--- config.mk ---
export PLATFORM = sky130hd
export DESIGN_NAME = csma_cd_serial_line_transceiver_core
export DESIGN_NICKNAME = d
export VERILOG_FILES = /design/src/rtl/core/cslt_pkg.sv /design/src/rtl/core/cslt_ram.sv /design/src/rtl/core/cslt_ctrl.sv /design/src/rtl/core/cslt_dp.sv /design/src/rtl/core/csma_cd_serial_line_transceiver_core.sv
export SDC_FILE = /design/constraint.sdc
export NUM_CORES = 1
export LEC_CHECK = 0
export BUFFER_PORTS_ARGS = -buffer_cell sky130_fd_sc_hd__clkbuf_2
export CAP_MARGIN = 25
export CORE_MARGIN = 4
export CORE_UTILIZATION = 40
export CTS_BUF_LIST = sky130_fd_sc_hd__clkbuf_8 sky130_fd_sc_hd__clkbuf_16
export DETAILED_ROUTE_END_ITERATION = 7
export HOLD_SLACK_MARGIN = 0.15
export PLACE_DENSITY = 0.61
export SLEW_MARGIN = 20
export SYNTH_ARGS = -nofsm -noshare
export SYNTH_HDL_FRONTEND = slang
export SYNTH_HIERARCHICAL = 1
export SYNTH_SLANG_ARGS = --single-unit
--- constraint.sdc ---
create_clock -name clock -period 7.7 [get_ports clock]
set_clock_uncertainty 0.1 [all_clocks]
set_input_delay 1.54 -clock clock [delete_from_list [all_inputs] [get_ports clock]]
set_output_delay 1.54 -clock clock [all_outputs]
set_load 0.1 [all_outputs]
--- src/rtl/core/cslt_pkg.sv ---
// Shared types and constants for the serial line transceiver core.
`timescale 1ns / 1ps
package cslt_pkg;

   // slot table and message memory geometry
   localparam int SLOT_COUNT = 4;
   localparam int MSG_BYTES  = 16;

   // command codes carried by an input item
   localparam logic [1:0] CMD_TICK  = 2'd0;
   localparam logic [1:0] CMD_LOAD  = 2'd1;
   localparam logic [1:0] CMD_QUEUE = 2'd2;
   localparam logic [1:0] CMD_REQ   = 2'd3;

   // link modes
   localparam logic [1:0] LINK_READ  = 2'd0;
   localparam logic [1:0] LINK_REQ   = 2'd1;
   localparam logic [1:0] LINK_WRITE = 2'd2;

   // slot status codes
   localparam logic [1:0] SLOT_FREE    = 2'd0;
   localparam logic [1:0] SLOT_QUEUED  = 2'd1;
   localparam logic [1:0] SLOT_SENDING = 2'd2;

   // register indexes
   localparam logic CSR_BACKOFF_BASE = 1'b0;
   localparam logic CSR_MAX_TRIES    = 1'b1;

   localparam logic [5:0] BACKOFF_BASE_RESET = 6'd6;
   localparam logic [4:0] MAX_TRIES_RESET    = 5'd20;

   // line framing
   localparam int          OVERSAMPLE   = 3;
   localparam logic [3:0]  DATA_BITS    = 4'd8;
   localparam logic [3:0]  STOP_BIT_POS = 4'd9;
   localparam logic [7:0]  IDLE_MAX     = 8'd255;

   // receiver phases
   typedef enum logic [2:0] {
      RX_WAIT   = 3'd0,
      RX_CONF   = 3'd1,
      RX_IGN1   = 3'd2,
      RX_IGN2   = 3'd3,
      RX_SAMPLE = 3'd4
   } rx_phase_type;

   // controller states
   typedef enum logic [1:0] {
      ST_IDLE = 2'b01,
      ST_EXEC = 2'b10
   } ctrl_state_type;

   typedef struct packed {
      logic [1:0] command;
      logic       rx_level;
      logic [1:0] slot;
      logic [3:0] byte_index;
      logic [7:0] byte_value;
      logic [4:0] length;
   } req_item_type;

   typedef struct packed {
      logic       tx_drive;
      logic [7:0] rx_byte;
      logic       rx_valid;
      logic       framing_error;
      logic       collision;
      logic       slot_done;
      logic [1:0] done_slot;
      logic       gave_up;
      logic [1:0] link_mode;
   } rsp_item_type;

   // controller to datapath
   typedef struct packed {
      logic capture;   // latch the item, start the message memory read
      logic execute;   // update state and load the result register
   } ctrl_cmd_type;

endpackage

--- src/rtl/core/cslt_ram.sv ---
// Generic single-write, single-read RAM with registered read data.
`timescale 1ns / 1ps
module cslt_ram #(
   parameter int WIDTH = 8,
   parameter int DEPTH = 64
) (
   input  logic                     clock,
   input  logic                     wr_en,
   input  logic [$clog2(DEPTH)-1:0] wr_addr,
   input  logic [WIDTH-1:0]         wr_data,
   input  logic                     rd_en,
   input  logic [$clog2(DEPTH)-1:0] rd_addr,
   output logic [WIDTH-1:0]         rd_data
);

   logic [WIDTH-1:0] mem_ff [DEPTH];
   logic [WIDTH-1:0] rd_data_ff;

   always_ff @(posedge clock) begin
      if (wr_en) begin
         mem_ff[wr_addr] <= wr_data;
      end
      if (rd_en) begin
         rd_data_ff <= mem_ff[rd_addr];
      end
   end

   assign rd_data = rd_data_ff;

endmodule

--- src/rtl/core/cslt_ctrl.sv ---
// Controller: sequences accept, execute and result hand-off.
`timescale 1ns / 1ps
module cslt_ctrl (
   input  logic                  clock,
   input  logic                  reset,
   input  logic                  req_valid,
   output logic                  req_ready,
   output logic                  rsp_valid,
   input  logic                  rsp_ready,
   output cslt_pkg::ctrl_cmd_type cmd
);

   cslt_pkg::ctrl_state_type state_ff, state_in;
   logic rsp_valid_ff, rsp_valid_in;
   logic exec_go;

   assign req_ready = (state_ff == cslt_pkg::ST_IDLE);
   // result register free, or emptied this cycle
   assign exec_go   = (state_ff == cslt_pkg::ST_EXEC) && (!rsp_valid_ff || rsp_ready);

   assign cmd.capture = req_valid && req_ready;
   assign cmd.execute = exec_go;
   assign rsp_valid   = rsp_valid_ff;

   // next state
   always_comb begin
      state_in = state_ff;
      case (state_ff)
         cslt_pkg::ST_IDLE: begin
            if (req_valid) state_in = cslt_pkg::ST_EXEC;
         end
         cslt_pkg::ST_EXEC: begin
            if (exec_go) state_in = cslt_pkg::ST_IDLE;
         end
         default: state_in = cslt_pkg::ST_IDLE;
      endcase
   end

   // result valid flag
   always_comb begin
      rsp_valid_in = rsp_valid_ff;
      if (rsp_valid_ff && rsp_ready) rsp_valid_in = 1'b0;
      if (exec_go) rsp_valid_in = 1'b1;
   end

   always_ff @(posedge clock) begin
      if (reset) begin
         state_ff     <= cslt_pkg::ST_IDLE;
         rsp_valid_ff <= 1'b0;
      end else begin
         state_ff     <= state_in;
         rsp_valid_ff <= rsp_valid_in;
      end
   end

endmodule

--- src/rtl/core/cslt_dp.sv ---
// Datapath: receiver, transmitter, slot table, message memory, result register.
`timescale 1ns / 1ps
module cslt_dp (
   input  logic                   clock,
   input  logic                   reset,
   input  cslt_pkg::ctrl_cmd_type cmd,
   input  cslt_pkg::req_item_type req_item,
   output cslt_pkg::rsp_item_type rsp_item,
   input  logic                   csr_we,
   input  logic                   csr_index,
   input  logic [5:0]             csr_wdata
);

   localparam int SLOT_COUNT = cslt_pkg::SLOT_COUNT;
   localparam int MSG_BYTES  = cslt_pkg::MSG_BYTES;
   localparam int SAW   = (SLOT_COUNT > 1) ? $clog2(SLOT_COUNT) : 1;
   localparam int DEPTH = SLOT_COUNT * MSG_BYTES;
   localparam int AW    = $clog2(DEPTH);

   // configuration
   logic [5:0] backoff_base_ff;
   logic [4:0] max_tries_ff;

   // captured item and result
   cslt_pkg::req_item_type in_ff;
   cslt_pkg::rsp_item_type out_ff, out_in;

   // line state
   cslt_pkg::rx_phase_type rx_phase_ff, rx_phase_in;
   logic [7:0]     rx_shift_ff, rx_shift_in;
   logic [3:0]     rx_bits_ff, rx_bits_in;
   logic [1:0]     tick_phase_ff, tick_phase_in;
   logic [1:0]     link_ff, link_in;
   logic [7:0]     idle_ff, idle_in;
   logic [5:0]     try_ff, try_in;
   logic [SAW-1:0] active_ff, active_in;
   logic [4:0]     byte_pos_ff, byte_pos_in;
   logic [3:0]     bit_pos_ff, bit_pos_in;
   logic           driven_ff, driven_in;
   logic           drive_ff, drive_in;
   logic [1:0]     status_ff [SLOT_COUNT];
   logic [1:0]     status_in [SLOT_COUNT];
   logic [4:0]     length_ff [SLOT_COUNT];
   logic [4:0]     length_in [SLOT_COUNT];

   // message memory
   logic          ram_we;
   logic [AW-1:0] ram_waddr, ram_raddr;
   logic [7:0]    ram_rdata;
   logic [SAW-1:0] in_slot;

   assign in_slot   = SAW'(in_ff.slot);
   assign ram_waddr = AW'(32'(in_slot) * MSG_BYTES + 32'(in_ff.byte_index));
   assign ram_raddr = AW'(32'(active_ff) * MSG_BYTES + 32'(byte_pos_ff[3:0]));

   cslt_ram #(.WIDTH(8), .DEPTH(DEPTH)) u_msg_ram (
      .clock   (clock),
      .wr_en   (ram_we),
      .wr_addr (ram_waddr),
      .wr_data (in_ff.byte_value),
      .rd_en   (cmd.capture),
      .rd_addr (ram_raddr),
      .rd_data (ram_rdata)
   );

   // one item of work
   always_comb begin
      logic           found;
      logic [SAW-1:0] first_q;
      logic [8:0]     threshold;
      logic [2:0]     sh;
      logic [4:0]     next_pos;

      found     = 1'b0;
      first_q   = '0;
      threshold = '0;
      sh        = '0;
      next_pos  = '0;

      rx_phase_in   = rx_phase_ff;
      rx_shift_in   = rx_shift_ff;
      rx_bits_in    = rx_bits_ff;
      tick_phase_in = tick_phase_ff;
      link_in       = link_ff;
      idle_in       = idle_ff;
      try_in        = try_ff;
      active_in     = active_ff;
      byte_pos_in   = byte_pos_ff;
      bit_pos_in    = bit_pos_ff;
      driven_in     = driven_ff;
      drive_in      = drive_ff;
      status_in     = status_ff;
      length_in     = length_ff;
      ram_we        = 1'b0;
      out_in        = '0;

      case (in_ff.command)
         cslt_pkg::CMD_LOAD: begin
            if (32'(in_ff.slot) < SLOT_COUNT && 32'(in_ff.byte_index) < MSG_BYTES)
               ram_we = cmd.execute;
         end
         cslt_pkg::CMD_QUEUE: begin
            if (32'(in_ff.slot) < SLOT_COUNT && in_ff.length != 5'd0 &&
                32'(in_ff.length) <= MSG_BYTES &&
                status_ff[in_slot] != cslt_pkg::SLOT_SENDING) begin
               length_in[in_slot] = in_ff.length;
               status_in[in_slot] = cslt_pkg::SLOT_QUEUED;
            end
         end
         cslt_pkg::CMD_REQ: begin
            if (link_ff == cslt_pkg::LINK_READ) begin
               link_in = cslt_pkg::LINK_REQ;
               try_in  = '0;
            end
         end
         default: begin
            // tick: advance the oversampling phase
            tick_phase_in = (32'(tick_phase_ff) >= cslt_pkg::OVERSAMPLE - 1) ?
                            2'd0 : tick_phase_ff + 2'd1;

            // receiver
            case (rx_phase_ff)
               cslt_pkg::RX_CONF:
                  rx_phase_in = in_ff.rx_level ? cslt_pkg::RX_WAIT : cslt_pkg::RX_IGN1;
               cslt_pkg::RX_IGN1: rx_phase_in = cslt_pkg::RX_IGN2;
               cslt_pkg::RX_IGN2: rx_phase_in = cslt_pkg::RX_SAMPLE;
               cslt_pkg::RX_SAMPLE: begin
                  if (rx_bits_ff >= cslt_pkg::DATA_BITS) begin
                     if (in_ff.rx_level) begin
                        out_in.rx_valid = 1'b1;
                        out_in.rx_byte  = rx_shift_ff;
                     end else begin
                        out_in.framing_error = 1'b1;
                     end
                     rx_shift_in = '0;
                     rx_bits_in  = '0;
                     rx_phase_in = cslt_pkg::RX_WAIT;
                  end else begin
                     rx_phase_in = cslt_pkg::RX_IGN1;
                     rx_shift_in = {in_ff.rx_level, rx_shift_ff[7:1]};
                     rx_bits_in  = rx_bits_ff + 4'd1;
                  end
               end
               default: begin
                  rx_phase_in = cslt_pkg::RX_WAIT;
                  if (link_ff != cslt_pkg::LINK_WRITE && !in_ff.rx_level) begin
                     idle_in     = '0;
                     rx_phase_in = cslt_pkg::RX_CONF;
                  end
               end
            endcase

            // transmitter, once per bit time
            if (tick_phase_in == 2'd0) begin
               if (link_in == cslt_pkg::LINK_READ) drive_in = 1'b0;

               if (in_ff.rx_level && link_in == cslt_pkg::LINK_REQ) begin
                  if (idle_in != cslt_pkg::IDLE_MAX) idle_in = idle_in + 8'd1;
                  threshold = {3'b0, backoff_base_ff} + {4'b0, max_tries_ff} - {3'b0, try_in};
                  if (try_in > {1'b0, max_tries_ff}) begin
                     link_in        = cslt_pkg::LINK_READ;
                     out_in.gave_up = 1'b1;
                  end else if ({1'b0, idle_in} > threshold) begin
                     // first queued slot, lowest index wins
                     for (int i = SLOT_COUNT - 1; i >= 0; i--) begin
                        if (status_ff[i] == cslt_pkg::SLOT_QUEUED) begin
                           found   = 1'b1;
                           first_q = SAW'(i);
                        end
                     end
                     if (found) begin
                        status_in[first_q] = cslt_pkg::SLOT_SENDING;
                        active_in   = first_q;
                        try_in      = try_in + 6'd1;
                        link_in     = cslt_pkg::LINK_WRITE;
                        byte_pos_in = '0;
                        bit_pos_in  = '0;
                        driven_in   = 1'b1;
                     end else begin
                        link_in = cslt_pkg::LINK_READ;
                     end
                  end
               end

               if (link_in == cslt_pkg::LINK_WRITE) begin
                  if (driven_in != in_ff.rx_level) begin
                     // collision: back off and requeue
                     out_in.collision     = 1'b1;
                     byte_pos_in          = '0;
                     bit_pos_in           = '0;
                     link_in              = cslt_pkg::LINK_REQ;
                     status_in[active_in] = cslt_pkg::SLOT_QUEUED;
                  end else if (bit_pos_in == 4'd0) begin
                     driven_in  = 1'b0;
                     bit_pos_in = 4'd1;
                  end else if (bit_pos_in == cslt_pkg::STOP_BIT_POS) begin
                     driven_in   = 1'b1;
                     bit_pos_in  = '0;
                     next_pos    = byte_pos_in + 5'd1;
                     byte_pos_in = next_pos;
                     if (length_ff[active_in] == next_pos) begin
                        status_in[active_in] = cslt_pkg::SLOT_FREE;
                        link_in              = cslt_pkg::LINK_READ;
                        out_in.slot_done     = 1'b1;
                        out_in.done_slot     = 2'(active_in);
                     end
                  end else begin
                     sh         = 3'(bit_pos_in - 4'd1);
                     driven_in  = (bit_pos_in > cslt_pkg::STOP_BIT_POS) ? 1'b0 : ram_rdata[sh];
                     bit_pos_in = bit_pos_in + 4'd1;
                  end
                  drive_in = ~driven_in;
               end
            end
         end
      endcase

      out_in.tx_drive  = drive_in;
      out_in.link_mode = link_in;
   end

   // control state
   always_ff @(posedge clock) begin
      if (reset) begin
         backoff_base_ff <= cslt_pkg::BACKOFF_BASE_RESET;
         max_tries_ff    <= cslt_pkg::MAX_TRIES_RESET;
         rx_phase_ff     <= cslt_pkg::RX_WAIT;
         rx_shift_ff     <= '0;
         rx_bits_ff      <= '0;
         tick_phase_ff   <= '0;
         link_ff         <= cslt_pkg::LINK_READ;
         idle_ff         <= '0;
         try_ff          <= '0;
         active_ff       <= '0;
         byte_pos_ff     <= '0;
         bit_pos_ff      <= '0;
         driven_ff       <= 1'b1;
         drive_ff        <= 1'b0;
         for (int i = 0; i < SLOT_COUNT; i++) status_ff[i] <= cslt_pkg::SLOT_FREE;
      end else begin
         if (csr_we) begin
            case (csr_index)
               cslt_pkg::CSR_BACKOFF_BASE: backoff_base_ff <= csr_wdata;
               cslt_pkg::CSR_MAX_TRIES:    max_tries_ff    <= csr_wdata[4:0];
               default: ;
            endcase
         end
         if (cmd.execute) begin
            rx_phase_ff   <= rx_phase_in;
            rx_shift_ff   <= rx_shift_in;
            rx_bits_ff    <= rx_bits_in;
            tick_phase_ff <= tick_phase_in;
            link_ff       <= link_in;
            idle_ff       <= idle_in;
            try_ff        <= try_in;
            active_ff     <= active_in;
            byte_pos_ff   <= byte_pos_in;
            bit_pos_ff    <= bit_pos_in;
            driven_ff     <= driven_in;
            drive_ff      <= drive_in;
            status_ff     <= status_in;
         end
      end
   end

   // payload registers
   always_ff @(posedge clock) begin
      if (cmd.capture) in_ff <= req_item;
      if (cmd.execute) begin
         out_ff    <= out_in;
         length_ff <= length_in;
      end
   end

   assign rsp_item = out_ff;

endmodule

--- src/rtl/core/csma_cd_serial_line_transceiver_core.sv ---
// Top level of the serial line transceiver core.
// A result is registered in the execute state after its item is accepted.
// A new item is taken only once the last one has executed, as the bit being sent
// needs the registered read of the message memory.
// The next item is taken while a result waits; execution holds until it is taken.
// Reset (synchronous, active high) sets receiver idle, read mode, all slots free.
`timescale 1ns / 1ps
module csma_cd_serial_line_transceiver_core (
   input  logic                   clock,
   input  logic                   reset,
   input  logic                   req_valid,
   output logic                   req_ready,
   input  cslt_pkg::req_item_type req_item,
   output logic                   rsp_valid,
   input  logic                   rsp_ready,
   output cslt_pkg::rsp_item_type rsp_item,
   input  logic                   csr_we,
   input  logic                   csr_index,
   input  logic [5:0]             csr_wdata
);

   cslt_pkg::ctrl_cmd_type cmd;

   cslt_ctrl u_ctrl (
      .clock     (clock),
      .reset     (reset),
      .req_valid (req_valid),
      .req_ready (req_ready),
      .rsp_valid (rsp_valid),
      .rsp_ready (rsp_ready),
      .cmd       (cmd)
   );

   cslt_dp u_dp (
      .clock     (clock),
      .reset     (reset),
      .cmd       (cmd),
      .req_item  (req_item),
      .rsp_item  (rsp_item),
      .csr_we    (csr_we),
      .csr_index (csr_index),
      .csr_wdata (csr_wdata)
   );

endmodule

==> results of run 1 <==
[worst max path at each step]
stage	startpoint	end	slack, ps	cells after the start
CTS	u_dp/rx_phase_ff[0]$_SDFFE_PP0P_	u_dp/bit_pos_ff[3]$_SDFFE_PP0P_	880	27
global placement	u_dp/rx_phase_ff[0]$_SDFFE_PP0P_	u_dp/bit_pos_ff[3]$_SDFFE_PP0P_	1040	27
detailed placement	u_dp/rx_phase_ff[0]$_SDFFE_PP0P_	u_dp/bit_pos_ff[3]$_SDFFE_PP0P_	910	27
finish	u_dp/rx_phase_ff[0]$_SDFFE_PP0P_	u_dp/bit_pos_ff[3]$_SDFFE_PP0P_	820	27
global route	u_dp/rx_phase_ff[0]$_SDFFE_PP0P_	u_dp/bit_pos_ff[3]$_SDFFE_PP0P_	360	28
floorplan	u_dp/rx_phase_ff[0]$_SDFFE_PP0P_	u_dp/bit_pos_ff[3]$_SDFFE_PP0P_	1420	30
[registers in the layout, indices dropped and copies added (netlist names), 3 cells and up]
register and cells:
u_dp/u_msg_ram/mem_ff 512, u_dp/rx_shift_ff 8, u_dp/byte_pos_ff 5, u_dp/u_msg_ram/rd_data 8
u_dp/backoff_base_ff 6, u_dp/in_ff 20, u_dp/max_tries_ff 5, u_dp/status_ff 8
u_dp/rx_phase_ff 3, u_dp/rsp_item 18, u_dp/rx_bits_ff 4, u_dp/length_ff 20
u_dp/try_ff 6, u_dp/idle_ff 8, u_dp/bit_pos_ff 4
[cell families (layout without fill, tap and decap cells)]
kind of cell | after synthesis | after routing | share of synthesized area [%]
DFF | 648 | 648 | 68.5
and+or+nand+nor | 471 | 471 | 8.60
AOI/OAI and AO/OA | 248 | 248 | 6.19
muxes | 154 | 154 | 11.6
buffers and inverters | 134 | 244 | 2.30
adders and majority gates | 42 | 42 | 2.08
xor gates and xnor gates | 22 | 22 | 0.703
[routing by layer]
| layer | up-vias | share of wire, % | track usage, % |
|---|---|---|---|
| met1 | 7986 | 43 | 24.4 |
| met5 | - | 0 | 0 |
| met2 | 503 | 49 | 29.4 |
| li1 | 6890 | - | - |
| met3 | 114 | 6.1 | 3.57 |
| met4 | 0 | 2.4 | 4.47 |
[worst max-delay path, cell delays in order (launching register included)]
cell and delay, ps:
dfxtp_1 350, nor2_1 140, and2_1 220, a2111oi_2 90, nor2b_1 290, ha_1 300, nand3_1 130, or4b_2 750
and4_1 290, nand3_1 110, xor2_1 140, nor2_1 70, ha_1 320, o211a_1 240, a211oi_2 210, a21oi_1 90
and3_1 340, nand3_1 340, and2_1 330, inv_1 100, ha_1 260, nand2b_1 170, a221o_1 390, nand2b_1 210
a211oi_1 430, nand3_1 140, o21ai_1 100, a22o_1 160
[through the flow]
step                      hold WS (ps)  power, mW  util (%)  std cells  area, um2
final                              358       7.17      45.4       2702      30700
after global routing               378       7.41      45.4       2702      30700
after CTS                          360       7.25      45.3       2699      30600
after detailed placement           352       4.13      42.3       2582      28500
after global placement             349       4.13      42.3       2582      28500
after floorplan                    336       4.06         -       1719      27400
[area by class of cell]
cell class / count / area, um2 / area share (%)
multi-input cells: 937 / 8020 / 26.2
clock buffers: 71 / 1750 / 5.72
repair buffers: 78 / 478 / 1.56
clock inverters: 46 / 337 / 1.10
inverters: 49 / 184 / 0.600
well taps: 873 / 1090 / 3.56
flip-flops and latches: 648 / 18800 / 61.3
[report_power, final]
group | total, mW | switching [mW] | internal [mW] | leakage (nW)
combinational | 0.189 | 0.139 | 0.0496 | 2.76
sequential | 3.87 | 0.0185 | 3.85 | 5.81
clock | 3.12 | 1.33 | 1.78 | 1.10
[layout by cell type, fill, tap and decap left out, drive strengths merged, types with 12 or more instances in the layout]
cell type / instances
a21oi: 61
a22oi: 13
a31oi: 17
and2: 18
buf: 25
clkbuf: 124
clkinv: 17
dfxtp: 68
edfxtp: 580
ha: 36
inv: 73
mux2i: 19
mux4: 130
nand2: 85
nand2b: 15
nand3: 48
nand4: 12
nor2: 167
nor2b: 27
nor3: 30
o21ai: 42
o22ai: 26
xnor2: 13
==> reports/results.ini, run 1 <==
[sta]
max_slew_margin_pct=32.9
setup_tns_ps=0
rsz0062_at_grt=no
fin_ws_ps=816
period_share_pct=89.4
slew_violations=0
setup-violations-final=0
finalCriticalPeriod_ps=6880
worst_pin_slew_ps=1000
finalHoldViolCount=0
fmax_ghz=0.145

[drt]
post_drt_wl_per_cell_um=24.0
vias=15500
ant_nets=0
drtPass1Iterations=6
drt-total-wl_mm=64.9
via_per_inst=5.73
drc_errors=0
drtIter0Drc=1508

[global_routing]
antenna_found_initial=2
grt_overflow_total=0
grt_max_degree=94
grt_pass1_vias=15800
grt_usage_pct=17.8
grt_pass1_wl_mm=99.6

[status]
status=finished, final reports clean

[clock_network]
cts-root-buf=clkbuf_16
clk_latency_ps=610
cts.sinks=648
clockBufferDepth=3
tritoncts.num_buffers=67
clk_pin_slew_ps=60
cts_tree=yes
ctsHoldBuffers=0
cts-resized-gates=0
postCtsSetupBuffers=0
cts.htree.levels=3

[setup_path]
worst_setup_path_start_kind=flip-flop
r2r_slack_ps=820
worstRegToRegCells=27
crit_type=flip-flop to flip-flop
critPathRequiredTime_ps=8140
rr_endpoint=u_dp/bit_pos_ff[3]$_SDFFE_PP0P_
worstPathMaxFanout=10
crit_arrival_ps=7330
reg2reg_from=u_dp/rx_phase_ff[0]$_SDFFE_PP0P_
end_kind=flip-flop

[die]
initial_core_util_pct=40.6
fp.coreArea_mm2=0.0675
die_area_mm2=0.0728
die_h_um=270
die_w_um=270
rows=95
ios=54

[cells_and_area]
nNetsFinal=1857
area_growth_pct=11.8
antenna_cells=0
drive_above_1_share_pct=18.4
fillers=5848

[min_path]
hold_path_depth=2
min_from=u_dp/max_tries_ff[1]$_SDFFE_PP0P_
whs_endpoint=u_dp/max_tries_ff[1]$_SDFFE_PP0P_
hp-class=flip-flop to flip-flop

[run]
cap_violations=0

[yosys]
syn_avg_cell_area_um2=16.0
synth_edf_count=580
synth.top_cells.by_count=580 x edfxtp_1, 164 x nor2_1, 129 x mux4_2
yosysMostFrequentCell=edfxtp_1
yosysSeqAreaShare_pct=68.5
synth_nets=1795
synth_top_area_share_pct=63.5
synth.area.top_cells=edfxtp_1 64%, mux4_2 11%, dfxtp_1 5.0%
async_flop_share_pct=0
synth_area_mm2=0.0274
synth_area_leader_cell=edfxtp_1
synthDistinctLibCells=93
synth-seq-cells=648
synthFlopType=edfxtp_1
syn_inst=1719
yosysWarnings=6

[placement]
gp_congestion=0.819
post-place-ws_ps=908
portBuffers=53
hpwl_mm=40.6

[power_and_ir_drop]
peakVddDrop_uv=189
power_leakage_nw=9.68
powerDensity_mw_per_mm2=234

Power figures use the tool's default switching activity.
==> run 2, diff against run 1 <==
CORE_MARGIN = not set   (was 4)
CORE_UTILIZATION = 55   (was 40)
PLACE_DENSITY = 0.77   (was 0.61)
SYNTH_HIERARCHICAL = not set   (was 1)
==> reports/results.ini, run 2 <==
[power_and_ir_drop]
clock_power_share_pct=40.3  ; -3.1 points
comb_power_share_pct=3.1  ; +0.5 points
switching_share_pct=20.7  ; -0.048 points
p_seq_share_pct=56.5  ; +2.6 points
internal-power_mw=5.42  ; -4.6%
power_leakage_nw=9.39  ; -2.9%
p_sw_mw=1.42  ; -4.9%
powerDensity_mw_per_mm2=230  ; -1.7%
peakVddDrop_uv=282  ; +49%

[setup_path]
crit_path_start=u_dp.link_ff[0]$_SDFFE_PP0P_
rr_endpoint=u_dp.rsp_item[1]$_DFFE_PP_
crit_type=flip-flop to flip-flop
endpoint=u_dp.rsp_item[1]$_DFFE_PP_
worstPathMaxFanout=19  ; +9
worstRegToRegCells=27  ; unchanged
reg2reg_from=u_dp.link_ff[0]$_SDFFE_PP0P_
critPathRequiredTime_ps=8010  ; -130 ps
r2r_slack_ps=1400  ; +580 ps
worst_setup_path_start_kind=flip-flop
crit_arrival_ps=6620  ; -710 ps
end_kind=flip-flop

[drt]
post_drt_wl_per_cell_um=25.8  ; +7.4%
drt-total-wl_mm=59.2  ; -8.8%
ant_nets=0  ; unchanged
via_per_inst=6.43  ; +12%
drtIter0Drc=1721  ; +14%
drtPass1Iterations=5  ; -1
drc_errors=0  ; unchanged
vias=14800  ; -4.7%

[cells_and_area]
fillers=3341  ; -43%
largest_reg_flops=512  ; unchanged
antenna_cells=0  ; unchanged
regMostFlops=u_dp.u_msg_ram.mem_ff
layout_common_cells=580 x edfxtp_1, 170 x mux4_2, 144 x nor2_1
top_regs=u_dp.u_msg_ram.mem_ff (512), u_dp.in_ff (20), u_dp.length_ff (20)
area_growth_pct=10.0
final_common_cell=edfxtp_1
drive_above_1_share_pct=20.5  ; +2.2 points
nNetsFinal=1712  ; -7.8%

[die]
die_h_um=224  ; -17%
rows=80  ; -16%
ios=54  ; unchanged
die_w_um=224  ; -17%
die_area_mm2=0.0500  ; -31%
fp.coreArea_mm2=0.0480  ; -29%
initial_core_util_pct=56.2  ; +16 points

[placement]
portBuffers=53  ; unchanged
hpwl_mm=36.0  ; -11%
post-place-ws_ps=1520  ; +610 ps
gp_congestion=0.890  ; +8.7%

[global_routing]
grt_pass1_wl_mm=89.4  ; -10%
grt_pass1_vias=14600  ; -7.7%
grt_overflow_total=0  ; unchanged
grt_usage_pct=24.2  ; +6.4 points
grt_max_degree=114  ; +21%
antenna_found_initial=0  ; -2

[sta]
period_share_pct=81.9  ; -7.5 points
slew_violations=0  ; unchanged
fmax_ghz=0.159  ; +9.2%
worst_pin_slew_ps=1110  ; +105 ps
setup-violations-final=0  ; unchanged
finalCriticalPeriod_ps=6300  ; -580 ps
setup_tns_ps=0  ; unchanged
rsz0062_at_grt=no
max_slew_margin_pct=26.1  ; -6.8 points
fin_ws_ps=1400  ; +580 ps
finalHoldViolCount=0  ; unchanged

[yosys]
synth_edf_count=580  ; unchanged
synth_area_mm2=0.0270  ; -1.5%
synth_area_leader_cell=edfxtp_1
synth.area.top_cells=edfxtp_1 65%, mux4_2 14%, dfxtp_1 5.0%
synthDistinctLibCells=73  ; -22%
synth.top_cells.by_count=580 x edfxtp_1, 170 x mux4_2, 144 x nor2_1
yosysWarnings=0  ; -6
synthFlopType=edfxtp_1
syn_inst=1584  ; -7.9%
synth-seq-cells=648  ; unchanged
synth_top_area_share_pct=64.5  ; +0.99 points
yosysSeqAreaShare_pct=69.5  ; +1.1 points
yosysMostFrequentCell=edfxtp_1
async_flop_share_pct=0  ; unchanged
syn_avg_cell_area_um2=17.0  ; +6.9%
synth_nets=1657  ; -7.7%

[clock_network]
clk_pin_slew_ps=60  ; about the same
cts.htree.levels=2  ; -1
cts-resized-gates=0  ; unchanged
clk_latency_ps=640  ; +30 ps
tritoncts.num_buffers=59  ; -12%
clockBufferDepth=3  ; unchanged
cts-root-buf=clkbuf_16
postCtsSetupBuffers=0  ; unchanged
ctsHoldBuffers=0  ; unchanged
cts.sinks=648  ; unchanged
cts_tree=yes

[status]
status=finished, final reports clean

[run]
cap_violations=0  ; unchanged

[min_path]
hp-class=flip-flop to flip-flop

## run 2: cell types whose count changed after synthesis, moves of 13 or more
cell / change
nor2b_1: -18
nand2_1: -17
nand3_1: -15
nor2_1: -20
mux4_2: +41
buf_1: +18
a31oi_1: -13
o22ai_1: -23
## run 2: cell families (layout without fill, tap and decap cells)
family                   after synthesis  in the layout  synth area share [%]
AO/OA/AOI/OAI                        176            176                  4.21
XOR/XNOR                              28             28                 0.908
adder cells (fa/ha/maj)               39             39                  1.86
buffers and inverters                114            210                  1.64
flip-flops                           648            648                  69.5
multiplexers                         183            183                  14.7
AND/OR/NAND/NOR                      396            396                  7.17
## run 2: power by group through the flow
stage	sequential (mW)	clock (mW)	combinational [mW]
detailed placement	3.94	0	0.214
CTS	3.86	2.80	0.215
finish	3.87	2.76	0.215
global route	3.86	2.92	0.235
global placement	3.94	0	0.205
floorplan	3.96	0	0.115
## run 2: critical path, stage by stage (launching register included)
cell	delay [ps]
dfxtp_1	490
nor2_1	180
or3_1	480
and2_1	250
ha_1	230
and3_1	180
nand4_1	140
nor2_1	70
nand2_1	170
nand4_1	190
o21ai_0	200
a21oi_1	90
ha_1	220
a22o_1	220
nor4_1	200
o221ai_1	300
and3_4	290
nand2_4	180
and2_1	190
ha_1	250
nand3_1	130
xnor2_1	220
nand2_1	110
nand2_1	80
mux2i_1	90
o211ai_2	330
nor2_1	140
o41ai_1	360
## run 2: worst min-delay path by stage
stage                                      from                                to  slack (ps)  cells past startpoint
3_3_place_gp   u_dp.rx_shift_ff[0]$_SDFFE_PP0P_  u_dp.rx_shift_ff[0]$_SDFFE_PP0P_         360                      2
6_report             u_dp.drive_ff$_SDFFE_PP0P_        u_dp.drive_ff$_SDFFE_PP0P_         370                      2
4_1_cts              u_dp.drive_ff$_SDFFE_PP0P_        u_dp.drive_ff$_SDFFE_PP0P_         370                      2
2_1_floorplan        u_dp.drive_ff$_SDFFE_PP0P_        u_dp.drive_ff$_SDFFE_PP0P_         350                      2
5_1_grt              u_dp.drive_ff$_SDFFE_PP0P_        u_dp.drive_ff$_SDFFE_PP0P_         390                      2
3_5_place_dp         u_dp.drive_ff$_SDFFE_PP0P_        u_dp.drive_ff$_SDFFE_PP0P_         360                      2
## run 2: area by class of cell
cell class	instances	area (um2)	area share, %
Clock buffer	61	1500	5.06
Clock inverter	41	302	1.01
Inverter	38	143	0.480
Multi-Input combinational cell	822	7780	26.2
Sequential cell	648	18800	63.2
Tap cell	615	769	2.59
Timing Repair Buffer	70	425	1.43
## run 2: stage by stage
step	hold slack (ps)	util, %	area [um2]	cells	power, mW
2_1_floorplan	345	-	27000	1584	4.07
3_3_place_gp	364	58.0	27900	2192	4.14
3_5_place_dp	364	58.0	27900	2192	4.15
4_1_cts	373	61.8	29700	2294	6.88
5_1_grt	391	61.8	29700	2295	7.02
6_report	372	61.8	29700	2295	6.84
## run 2: layer usage
layer	global-route usage [%]	wire length, um
met5	0	0
met4	8.15	1860
met2	41.4	30200
met3	4.22	4620
met1	31.6	22500
